[src/sv/float32_add_mul_div_unit_macros.svh]
// Assertion macros shared by the arithmetic unit.
`ifndef FLOAT32_ADD_MUL_DIV_UNIT_MACROS_SVH
`define FLOAT32_ADD_MUL_DIV_UNIT_MACROS_SVH

// Implication in the same cycle, masked while reset is asserted.
`define FMD_ASSERT_IMP(label, ante, cons, msg) \
    label: assert property (@(posedge i_clk) disable iff (!i_rst_n) (ante) |-> (cons)) \
        else $error(msg);

// Implication into the next cycle, masked while reset is asserted.
`define FMD_ASSERT_NEXT(label, ante, cons, msg) \
    label: assert property (@(posedge i_clk) disable iff (!i_rst_n) (ante) |=> (cons)) \
        else $error(msg);

// Implication into the next cycle that is also checked across reset.
`define FMD_ASSERT_NEXT_ALWAYS(label, ante, cons, msg) \
    label: assert property (@(posedge i_clk) (ante) |=> (cons)) \
        else $error(msg);

`endif

[src/sv/fmd_pkg.sv]
`timescale 1ns / 1ps
package fmd_pkg;

    typedef enum logic [1:0] {
        ACT_ADD  = 2'd0,
        ACT_MUL  = 2'd1,
        ACT_DIV  = 2'd2,
        ACT_NONE = 2'd3
    } t_action;

    localparam logic [31:0] HIDDEN_BIT = 32'h0080_0000;
    localparam logic [31:0] FRAC_MASK  = 32'h007F_FFFF;
    localparam logic [31:0] SE_MASK    = 32'hFF80_0000;
    localparam logic [31:0] ONE_EXP    = 32'h3F80_0000;
    localparam logic [31:0] INF_BITS   = 32'h7F80_0000;
    localparam logic [31:0] ABS_MASK   = 32'h7FFF_FFFF;
    localparam logic [31:0] QUOT_MASK  = 32'h7FFF_FF00;

    localparam int DIV_BITS_PER_STAGE = 4;
    localparam int DIV_STAGES         = 8;

endpackage

[src/sv/fmd_div_step.sv]
`timescale 1ns / 1ps
module fmd_div_step (
    input  logic [24:0] i_rem,
    input  logic [31:0] i_quot,
    input  logic [23:0] i_dvsr,
    output logic [24:0] o_rem,
    output logic [31:0] o_quot
);
    import fmd_pkg::*;

    always_comb begin
        logic [24:0] rem;
        logic [31:0] quot;
        rem  = i_rem;
        quot = i_quot;
        for (int i = 0; i < DIV_BITS_PER_STAGE; i++) begin
            quot = {quot[30:0], 1'b0};
            if (rem >= {1'b0, i_dvsr}) begin
                quot[0] = 1'b1;
                rem     = rem - {1'b0, i_dvsr};
            end
            rem = {rem[23:0], 1'b0};
        end
        o_rem  = rem;
        o_quot = quot;
    end

endmodule

[config.mk]
export PLATFORM = sky130hd
export DESIGN_NAME = fmd_div_step
export DESIGN_NICKNAME = d
export VERILOG_FILES = /design/src/sv/float32_add_mul_div_unit_macros.svh /design/src/sv/fmd_pkg.sv /design/src/sv/fmd_div_step.sv
export SDC_FILE = /design/constraint.sdc
export NUM_CORES = 1
export LEC_CHECK = 0
export BUFFER_PORTS_ARGS = -buffer_cell sky130_fd_sc_hd__buf_2
export CAP_MARGIN = 30
export CORE_ASPECT_RATIO = 0.5
export CORE_UTILIZATION = 39
export DETAILED_ROUTE_END_ITERATION = 8
export PLACE_DENSITY = 0.66
export REMOVE_ABC_BUFFERS = 1
export SYNTH_ARGS = -nofsm -noshare
export SYNTH_HDL_FRONTEND = slang
export SYNTH_SLANG_ARGS = --single-unit
[constraint.sdc]
create_clock -name vclk -period 30.6
set_clock_uncertainty 0.1 [all_clocks]
set_input_delay 6.12 -clock vclk [all_inputs]
set_output_delay 6.12 -clock vclk [all_outputs]
set_load 0.03 [all_outputs]
==> results of run 1 <==
-- per-stage QoR --
stage,worst slack [ps],instance area (um2)
after floorplan,7810,5700
final,5730,6350
after detailed placement,6150,6350
after global routing,5170,6350
after CTS,6080,6350
after global placement,6100,6350
-- logic make-up (layout without fill, tap and decap cells) --
kind of cell | count (synthesis) | count (layout) | share of synthesized area, %
buffers and inverters | 114 | 145 | 9.42
other | 1 | 1 | 0.0623
xor gates and xnor gates | 84 | 84 | 12.2
and+or+nand+nor | 232 | 232 | 18.8
adders and majority gates | 96 | 96 | 20.2
AOI/OAI and AO/OA | 310 | 310 | 34.4
muxes | 27 | 27 | 4.95
-- routing by layer --
metal  vias up  share of wire, %  GRT usage, %
met5         -                 0          1.60
met4         0              0.13         0.783
met3         8                10          5.37
met2       253                40          37.1
met1      3044                50          37.6
li1       3221                 -             -
-- worst paths after layout --
kind | startpoint | endpoint | slack [ps] | depth (start not counted)
min | i_quot[11] | o_quot[15] | 12140 | 0
max | i_dvsr[7] | o_rem[13] | 5730 | 47
-- cell usage after synthesis, types with 7 or more instances --
cell type	number
buf_2	10
nor2_1	46
or3_1	8
o21ai_0	62
a211oi_1	8
o221ai_1	11
o21a_1	8
o21bai_1	14
xor2_1	28
a21o_1	33
mux2_2	14
o21ai_1	12
a21oi_1	95
and3_1	12
nand2_1	82
mux2i_1	10
nand3_1	23
nor3_1	9
buf_4	31
xnor2_1	56
nor2b_1	7
nand4_1	10
ha_1	94
inv_1	60
clkbuf_1	7
nand2b_1	9
-- cell type report --
cell class,count,area (um2),area share (%)
inverters,65,246,3.88
well taps,198,248,3.90
multi-input cells,750,5450,85.8
repair buffers,80,408,6.42
==> qor.yml, run 1 <==
status: "complete, no violations"
rsz0062_at_grt: "false"
worst_pin_slew_ps: 981
clkbuf_count: 0
cp_common_cell: "ha_1"
holdWs_ps: 12140
portBuffers: 77
yosysWarnings: 0
die_y_um: 89.8
drc: 0
ant_nets: 0
vias_per_cell: 5.97
cp_max_fo: 36
fin_crit_sh_pct: 81.3
area_growth_pct: 5.61
ys_seq_area_share_pct: 0
final_cells: 1093
drive_above_1_share_pct: 13.9
die_w_um: 178
diodes: 0
grt_usage_pct: 24.9
worst-path-buf-inv: 8
synth.area.top_cells: "ha_1, xnor2_1, a21oi_1"
wirelength_um: 20300
final_common_cell: "a21oi_1"
cpPeakStageDelay_ps: 840
initial_core_util_pct: 40.7
setup_tns_ps: 0
maxSlewHeadroom_pct: 34.6
ios: 138
worstSetupPathType: "in2out"
drv_slew: 0
core_um2: 14800
setup_viol: 0
grt_max_degree: 37
synth.distinct_cells: 80
final_nets: 1074
critPathLaunchType: "input port"
die_area_um2: 16000
dp_cells: 1093
globalRoute.totalOverflow: 0
wl_per_cell_um: 18.6
postCtsSetupRepairBufs: 0
critPathSlowestCell: "and3_1"
dr.pass1.iters: 7
cts_hold_buffers: 0
grt_pass1_vias: 6036
final_util_pct: 43.0
drtIter0Drc: 516
max_cap_viol_count: 0
most-common-layout-cells: "a21oi_1, ha_1, nand2_1, buf_2, o21ai_0"
hp-class: "in2out"
rows: 31
synth_top_cell_by_area: "ha_1"
end_kind: "output pin"
antenna_found_initial: 0
synth_cells: 864
crit_arrival_ps: 18650
cts_resized: 0
num_vias: 6526
grt_pass1_wl_um: 32100
routabilityCongestion: 0.951
path_delay_family: "compound AO/OA/AOI/OAI gates"
worstPathRequired_ps: 24380
finalHoldViolCount: 0
max_freq_ghz: 0.0402
final.fill_count: 1562
syn_area_um2: 6020
fin_crit_ps: 24870
avgSynthCellArea_um2: 6.96
area.sequential_um2: 0
yosysTopAreaCellShare_pct: 19.5
hpwl_um: 17000
design.seq.count: 0
Power of run 1 is left out: the tool's default activity adds up to more than one toggle a clock period on the data nets, which glitch-free logic cannot reach.
==> inputs of run 2 (changes only) <==
==> constraint.sdc (replaced) <==
create_clock -name vclk -period 23.8
set_clock_uncertainty 0.1 [all_clocks]
set_input_delay 4.76 -clock vclk [all_inputs]
set_output_delay 4.76 -clock vclk [all_outputs]
set_load 0.03 [all_outputs]
==> run 2 against run 1 <==
  * Sequential cell count is the same
  * Worst setup slack lost 4300 ps
  * Wire length grew 1.2%
  * Critical endpoint unchanged
==> qor.yml, run 2 (synthesized netlist as in run 1, its figures left out) <==
setup_tns_ps: 0  # unchanged
cp.depth: 45  # -4.3%
setup_viol: 0  # unchanged
hpwl_um: 16900  # -0.33%
ant_nets: 0  # unchanged
die_y_um: 89.8  # unchanged
cts_hold_buffers: 0  # unchanged
final.fill_count: 1602  # +2.6%
worstPathRequired_ps: 18940  # -5440 ps
end_kind: "output pin"
cp_max_fo: 36  # unchanged
drtIter0Drc: 576  # +12%
worst-path-buf-inv: 7  # -1
ios: 138  # unchanged
die_area_um2: 16000  # unchanged
worst_pin_slew_ps: 959  # -22.5 ps
die_w_um: 178  # unchanged
crit_arrival_ps: 17490  # -1160 ps
vias_per_cell: 5.98  # +0.17%
area.sequential_um2: 0  # unchanged
worstSetupPathType: "in2out"
design.seq.count: 0  # unchanged
grt_pass1_wl_um: 32000  # -0.26%
cpPeakStageDelay_ps: 820  # -20 ps
drive_above_1_share_pct: 13.9  # unchanged
most-common-layout-cells: "a21oi_1, ha_1, nand2_1, buf_2, o21ai_0"
status: "complete, no violations"
drv_slew: 0  # unchanged
path_delay_family: "compound AO/OA/AOI/OAI gates"
cp-startpoint: "i_dvsr[8]"
max_freq_ghz: 0.0447
rsz0062_at_grt: "false"
hp-class: "in2out"
cts_resized: 0  # unchanged
grt_pass1_vias: 5959  # -1.3%
multiInputGateArea_um2: 5450  # unchanged
highest_layer: "met4"
final_nets: 1074  # unchanged
final_common_cell: "a21oi_1"
maxSlewHeadroom_pct: 36.1  # +1.5 points
wl_per_cell_um: 18.8  # +1.2%
grt_max_degree: 37  # unchanged
area_growth_pct: 5.61  # unchanged
dr_wl_met3_um: 1860  # -9.1%
worstSetupEndpoint: "o_rem[13]"
clkbuf_count: 0  # unchanged
max_cap_viol_count: 0  # unchanged
diodes: 0  # unchanged
wl_met1_um: 10500  # +3.3%
cp_common_cell: "ha_1"
grt_usage_pct: 25.0  # +0.088 points
wl_met2_um: 8040  # -0.77%
antenna_found_initial: 0  # unchanged
drc: 0  # unchanged
finalHoldViolCount: 0  # unchanged
rows: 31  # unchanged
fin_crit_ps: 22350
critPathLaunchType: "input port"
num_vias: 6537  # +0.17%
core_um2: 14800  # unchanged
portBuffers: 77  # unchanged
routabilityCongestion: 0.933  # -1.9%
fin_crit_sh_pct: 93.9
dr.pass1.iters: 5  # -2
critPathSlowestCell: "and3_1"
initial_core_util_pct: 40.7  # unchanged
postCtsSetupRepairBufs: 0  # unchanged
globalRoute.totalOverflow: 0  # unchanged
wirelength_um: 20600  # +1.2%
[run 2: layer usage]
layer  vias to the layer above  GRT usage, %
li1                       3226             -
met1                      3053          39.8
met2                       244          35.5
met3                        14          3.26
met4                         0          2.42
met5                         -          1.60
[run 2: how the worst min path moves through the flow]
stage	startpoint	end	slack, ps	cells past startpoint
2_1_floorplan	i_quot[6]	o_quot[10]	9420	0
3_3_place_gp	i_quot[6]	o_quot[10]	9420	0
5_1_grt	i_quot[6]	o_quot[10]	9420	0
4_1_cts	i_quot[6]	o_quot[10]	9420	0
6_report	i_quot[11]	o_quot[15]	9420	0
3_5_place_dp	i_quot[6]	o_quot[10]	9420	0
[run 2: layout make-up]
cell class	instances	share of cell area, %
well taps	198	3.90
repair buffers	80	6.42
inverters	65	3.88
multi-input cells	750	85.8
[run 2: through the flow]
step | hold WS (ps) | area (um2) | setup WS (ps) | std cells | utilization (%)
global route | 9420 | 6350 | 829 | 1093 | 43.0
finish | 9420 | 6350 | 1450 | 1093 | 43.0
global placement | 9420 | 6350 | 1850 | 1093 | 43.0
CTS | 9420 | 6350 | 1750 | 1093 | 43.0
floorplan | 9420 | 5700 | 3730 | 815 | -
detailed placement | 9420 | 6350 | 1800 | 1093 | 43.0
Power of run 2 is left out for the same reason.
