$ cat src/sv/float32_add_mul_div_unit_macros.svh
// Assertion macros shared by the arithmetic unit.
`ifndef FLOAT32_ADD_MUL_DIV_UNIT_MACROS_SVH
`define FLOAT32_ADD_MUL_DIV_UNIT_MACROS_SVH

// Implication in the same cycle, masked while reset is asserted.
`define FMD_ASSERT_IMP(label, ante, cons, msg) \
    label: assert property (@(posedge i_clk) disable iff (!i_rst_n) (ante) |-> (cons)) \
        else $error(msg);

// Implication into the next cycle, masked while reset is asserted.
`define FMD_ASSERT_NEXT(label, ante, cons, msg) \
    label: assert property (@(posedge i_clk) disable iff (!i_rst_n) (ante) |=> (cons)) \
        else $error(msg);

// Implication into the next cycle that is also checked across reset.
`define FMD_ASSERT_NEXT_ALWAYS(label, ante, cons, msg) \
    label: assert property (@(posedge i_clk) (ante) |=> (cons)) \
        else $error(msg);

`endif

$ cat src/sv/fmd_pkg.sv
`timescale 1ns / 1ps
package fmd_pkg;

    typedef enum logic [1:0] {
        ACT_ADD  = 2'd0,
        ACT_MUL  = 2'd1,
        ACT_DIV  = 2'd2,
        ACT_NONE = 2'd3
    } t_action;

    localparam logic [31:0] HIDDEN_BIT = 32'h0080_0000;
    localparam logic [31:0] FRAC_MASK  = 32'h007F_FFFF;
    localparam logic [31:0] SE_MASK    = 32'hFF80_0000;
    localparam logic [31:0] ONE_EXP    = 32'h3F80_0000;
    localparam logic [31:0] INF_BITS   = 32'h7F80_0000;
    localparam logic [31:0] ABS_MASK   = 32'h7FFF_FFFF;
    localparam logic [31:0] QUOT_MASK  = 32'h7FFF_FF00;

    localparam int DIV_BITS_PER_STAGE = 4;
    localparam int DIV_STAGES         = 8;

endpackage

$ cat src/sv/fmd_add_mul.sv
`timescale 1ns / 1ps
module fmd_add_mul (
    input  logic                  i_clk,
    input  logic                  i_en,
    input  fmd_pkg::t_action      i_action,
    input  logic [31:0]           i_a,
    input  logic [31:0]           i_b,
    output logic [31:0]           o_result
);
    import fmd_pkg::*;

    logic        r_sgn1, r_sub1;
    logic [7:0]  r_eb1;
    logic [23:0] r_mb1, r_ms1;
    logic [47:0] r_prod1;
    logic [31:0] r_a1, r_b1;
    t_action     r_act1;

    logic [24:0] r_sum2;
    logic [7:0]  r_eb2;
    logic        r_sgn2;
    logic [31:0] r_mul2;
    t_action     r_act2;

    logic [31:0] r_res3;

    logic        n_sgn1, n_sub1;
    logic [7:0]  n_eb1;
    logic [23:0] n_mb1, n_ms1;
    logic [24:0] n_sum2;
    logic [31:0] n_mul2;
    logic [31:0] n_res3;

    always_comb begin
        logic [31:0] big, small_op;
        logic [7:0]  es, diff;
        logic [4:0]  shamt;
        if ((i_a & ABS_MASK) < (i_b & ABS_MASK)) begin
            big      = i_b;
            small_op = i_a;
        end else begin
            big      = i_a;
            small_op = i_b;
        end
        n_eb1  = big[30:23];
        es     = small_op[30:23];
        diff   = n_eb1 - es;
        shamt  = (diff > 8'd24) ? 5'd24 : diff[4:0];
        n_mb1  = {1'b1, big[22:0]};
        n_ms1  = {1'b1, small_op[22:0]} >> shamt;
        n_sgn1 = big[31];
        n_sub1 = big[31] ^ small_op[31];
    end

    always_comb begin
        logic [24:0] acc;
        logic        hi;
        logic [23:0] accs;
        logic [31:0] se, r;
        n_sum2 = r_sub1 ? ({1'b0, r_mb1} - {1'b0, r_ms1})
                        : ({1'b0, r_mb1} + {1'b0, r_ms1});
        acc  = r_prod1[47:23];
        hi   = acc[24];
        accs = hi ? acc[24:1] : acc[23:0];
        se   = ((r_a1 & SE_MASK) - ONE_EXP + (r_b1 & SE_MASK)) & SE_MASK;
        r    = se + {8'd0, accs} - (hi ? 32'd0 : HIDDEN_BIT);
        if (r_a1 == 32'd0 || r_b1 == 32'd0) begin
            n_mul2 = 32'd0;
        end else if (r[31] ^ r_a1[31] ^ r_b1[31]) begin
            n_mul2 = INF_BITS;
        end else begin
            n_mul2 = r;
        end
    end

    always_comb begin
        logic [4:0]  lz;
        logic [4:0]  s;
        logic [24:0] mbn;
        logic [8:0]  e9;
        lz = 5'd25;
        for (int i = 0; i < 25; i++) begin
            if (r_sum2[i]) begin
                lz = 5'(24 - i);
            end
        end
        s = 5'd0;
        if (lz == 5'd0) begin
            mbn = r_sum2 >> 1;
            e9  = {1'b0, r_eb2} + 9'd1;
        end else if (lz == 5'd1) begin
            mbn = r_sum2;
            e9  = {1'b0, r_eb2};
        end else begin
            s   = lz - 5'd1;
            mbn = r_sum2 << s;
            e9  = {1'b0, r_eb2} - {4'd0, s};
        end
        if (r_act2 == ACT_ADD) begin
            n_res3 = {r_sgn2 | e9[8], e9[7:0], mbn[22:0]};
        end else begin
            n_res3 = r_mul2;
        end
    end

    always_ff @(posedge i_clk) begin
        if (i_en) begin
            r_sgn1  <= n_sgn1;
            r_sub1  <= n_sub1;
            r_eb1   <= n_eb1;
            r_mb1   <= n_mb1;
            r_ms1   <= n_ms1;
            r_prod1 <= {24'd0, 1'b1, i_a[22:0]} * {24'd0, 1'b1, i_b[22:0]};
            r_a1    <= i_a;
            r_b1    <= i_b;
            r_act1  <= i_action;
            r_sum2  <= n_sum2;
            r_eb2   <= r_eb1;
            r_sgn2  <= r_sgn1;
            r_mul2  <= n_mul2;
            r_act2  <= r_act1;
            r_res3  <= n_res3;
        end
    end

    assign o_result = r_res3;

endmodule
$ cat config.mk
export PLATFORM = sky130hd
export DESIGN_NAME = fmd_add_mul
export DESIGN_NICKNAME = d
export VERILOG_FILES = /design/src/sv/float32_add_mul_div_unit_macros.svh /design/src/sv/fmd_pkg.sv /design/src/sv/fmd_add_mul.sv
export SDC_FILE = /design/constraint.sdc
export NUM_CORES = 2
export LEC_CHECK = 0
export ABC_AREA = 1
export BUFFER_PORTS_ARGS = -buffer_cell sky130_fd_sc_hd__clkbuf_2
export CAP_MARGIN = 10
export CORE_MARGIN = 3
export CORE_UTILIZATION = 37
export CTS_BUF_LIST = sky130_fd_sc_hd__clkbuf_2
export CTS_CLUSTER_DIAMETER = 60
export DETAILED_ROUTE_END_ITERATION = 10
export HOLD_SLACK_MARGIN = 0.1
export PLACE_DENSITY_LB_ADDON = 0.05
export REMOVE_ABC_BUFFERS = 1
export SETUP_SLACK_MARGIN = 0.02
export SYNTH_ARGS = -nofsm -noshare
export SYNTH_HDL_FRONTEND = slang
export SYNTH_SLANG_ARGS = --single-unit
$ cat constraint.sdc
create_clock -name i_clk -period 6.6 [get_ports i_clk]
set_input_delay 0.33 -clock i_clk [delete_from_list [all_inputs] [get_ports i_clk]]
set_output_delay 0.33 -clock i_clk [all_outputs]
set_load 0.05 [all_outputs]
==> results.toml <==
[worst_setup_path]
cp_slowest_stage_delay_ps = 610
rr_startpoint = "r_a1[24]$_DFFE_PP_"
reg2reg_to = "r_mul2[3]$_SDFFCE_PP0P_"
crit_top_cell = "fa_1"
crit_path_start_kind = "input port"
end_kind = "register"
crit_start = "i_a[8]"
reg2reg_depth = 21
crit_end = "r_prod1[42]$_DFFE_PP_"
crit_type = "input port to register"
ff2ff_setup_slack_ps = 1300
crit_required_ps = 7390
worstPathMaxFanout = 8
crit_path_top_delay_cell = "dlygate4sd3_1"
arrival_ps = 7140

[timing]
hold_viol = 0
fmax_mhz = 157
clock_skew_ps = 115
rsz0062_at_grt = "false"
finalSetupViolations = 0
fin_crit_ps = 6350
finalCritPeriodShare_pct = 96.3
drv_slew = 0
fin_setup_tns_ps = 0
relSlewSlack_pct = 41.3
tightest_slew_ps = 880

[synth]
yosysWarnings = 0
yosysSeqAreaShare_pct = 21.0
netlist.area_leader.share_pct = 27.4
synth-seq-cells = 248
synth-edff-count = 248
synth_cell_types = 62
yosys-top-cells-area = "fa_1, edfxtp_1, nand2_1, inv_1, ha_1"
synthCells = 4328
syn-cell-area_sq_um = 35400
async_flop_share_pct = 0
synth_ff_type = "edfxtp_1"
synth.avg_cell_area_sq_um = 8.18
synth.largest_area_cell = "fa_1"

[route]
drc = 0
dr.pass1.iters = 6
vias_per_cell = 4.79
wl_per_cell_um = 18.6
vias = 28800
wl_mm = 112
ant_nets = 0
drt_iter0_drc = 1740

[clock_network]
numCtsBuffers = 71
tritoncts = "done"
cts_sinks = 248
clock-root-buffer = "clkbuf_2"
clk-insertion-delay-late_ps = 1030
htreeDepth = 3
clock_path_buffers = 3
clk_pin_slew_ps = 130

[global_route]
grt_max_degree = 144
grt_first_pass_wirelength_mm = 176
grt_pass1_vias = 29900
antenna_found_initial = 2
track_usage_pct = 22.9
grt-ovfl-total = 0

[final_layout]
nets = 5558
layout_commonest_cell = "nand2_1"
final_cell_mix = "nand2_1, inv_1, fa_1"
drive_gt1_share_pct = 12.1
syn2layout_area_growth_pct = 15.5
fin_area_sq_um = 40900

[die]
coreArea_sq_um = 94200
die_h_um = 315
ios = 100
dieArea_sq_um = 99500
die_x_um = 315
start_util_pct = 37.6
row_count = 112

[flow_run]
maxCapViolCount = 0

[placement]
finalWeightedCongestion = 0.903
portBuffers = 99
placed_cell_area_sq_um = 39200
hpwl_mm = 92.8

[worst_hold_path]
min_path_type = "input port to register"

[status]
status = "completed"
[how the worst min path moves through the flow]
stage	start	endpoint	slack (ps)	cells after the start
final	i_a[24]	r_a1[24]$_DFFE_PP_	250	2
after global routing	i_a[24]	r_a1[24]$_DFFE_PP_	180	2
after CTS	i_b[9]	r_mb1[9]$_DFFE_PP_	100	5
after detailed placement	r_eb1[1]$_DFFE_PP_	r_eb2[1]$_DFFE_PP_	400	0
after global placement	r_eb1[1]$_DFFE_PP_	r_eb2[1]$_DFFE_PP_	400	0
after floorplan	r_act1[0]$_DFFE_PP_	r_act2[0]$_DFFE_PP_	400	0
[cell type report]
| type | instances | area [sq um] |
|---|---|---|
| diodes | 1 | 2.50 |
| clock buffers | 91 | 455 |
| clock inverters | 28 | 253 |
| fillers | 9788 | 53300 |
| inverters | 1021 | 3830 |
| multi-input cells | 2893 | 23500 |
| flip-flops and latches | 248 | 7450 |
| well taps | 1254 | 1570 |
| repair buffers | 472 | 3800 |
[cells in the mapped netlist, types with 4 or more instances]
library cell / count
a211oi_1: 4
a21oi_1: 167
a31oi_1: 12
buf_1: 4
buf_2: 12
buf_6: 4
clkbuf_1: 143
edfxtp_1: 248
fa_1: 484
ha_1: 299
inv_1: 1008
inv_2: 11
nand2_1: 1027
nand2_2: 5
nand3_1: 252
nand3_2: 7
nand4_1: 37
nor2_1: 142
nor3_1: 22
nor4_1: 24
o211ai_1: 14
o21a_1: 7
o21ai_0: 170
o21ai_1: 12
o21ai_2: 4
o21bai_1: 7
o31ai_1: 4
or2_2: 25
xnor2_1: 47
xor2_1: 72
[critical path, delay by kind of cell]
kind / cells / cell delay [ps]
xor+xnor: 1 / 90
compound gates: 8 / 1290
buf+inv: 8 / 1390
fa+ha+maj: 8 / 3760
simple gates: 3 / 260
[routing by layer]
layer,share of wire [%],global-route usage [%]
met1,48,32.2
met3,3.1,2.03
met2,48,38.7
met5,0,0
met4,1.7,4.85
[flip-flops by register name (all words and copies together), names as in the netlist]
name	flops
o_result	32
r_a1	32
r_act1	2
r_act2	2
r_b1	32
r_eb1	8
r_eb2	8
r_mb1	23
r_ms1	24
r_mul2	32
r_prod1	25
r_sgn1	1
r_sgn2	1
r_sub1	1
r_sum2	25
[cell families (layout without fill, tap and decap cells)]
logic type / count (synthesis) / after routing / synth area share, %
AO/OA/AOI/OAI: 425 / 425 / 6.61
XOR/XNOR: 120 / 120 / 3.02
adder cells (fa/ha/maj): 783 / 783 / 37.9
buffers and inverters: 1187 / 1612 / 12.7
flip-flops: 248 / 248 / 21.0
other: 0 / 1 / 0
AND/OR/NAND/NOR: 1565 / 1565 / 18.7
[per-stage QoR]
stage	setup slack (ps)	util, %	hold slack, ps	instances
5_1_grt	50.3	43.4	177	6008
3_3_place_gp	-844	41.6	403	5799
6_report	246	43.4	249	6008
3_5_place_dp	-794	41.6	405	5799
2_1_floorplan	552	-	400	4162
4_1_cts	25.2	43.3	103	6006
[what timing repair did]
item	4_1_cts	5_1_grt
hold endpoints to repair	202	0
gates resized for setup	0	25
hold buffers	88	0
setup buffers	0	1
setup endpoints to repair	0	17
Power is not shown: default switching activity piles up to over one toggle a cycle in this logic, so the estimate is an artifact.
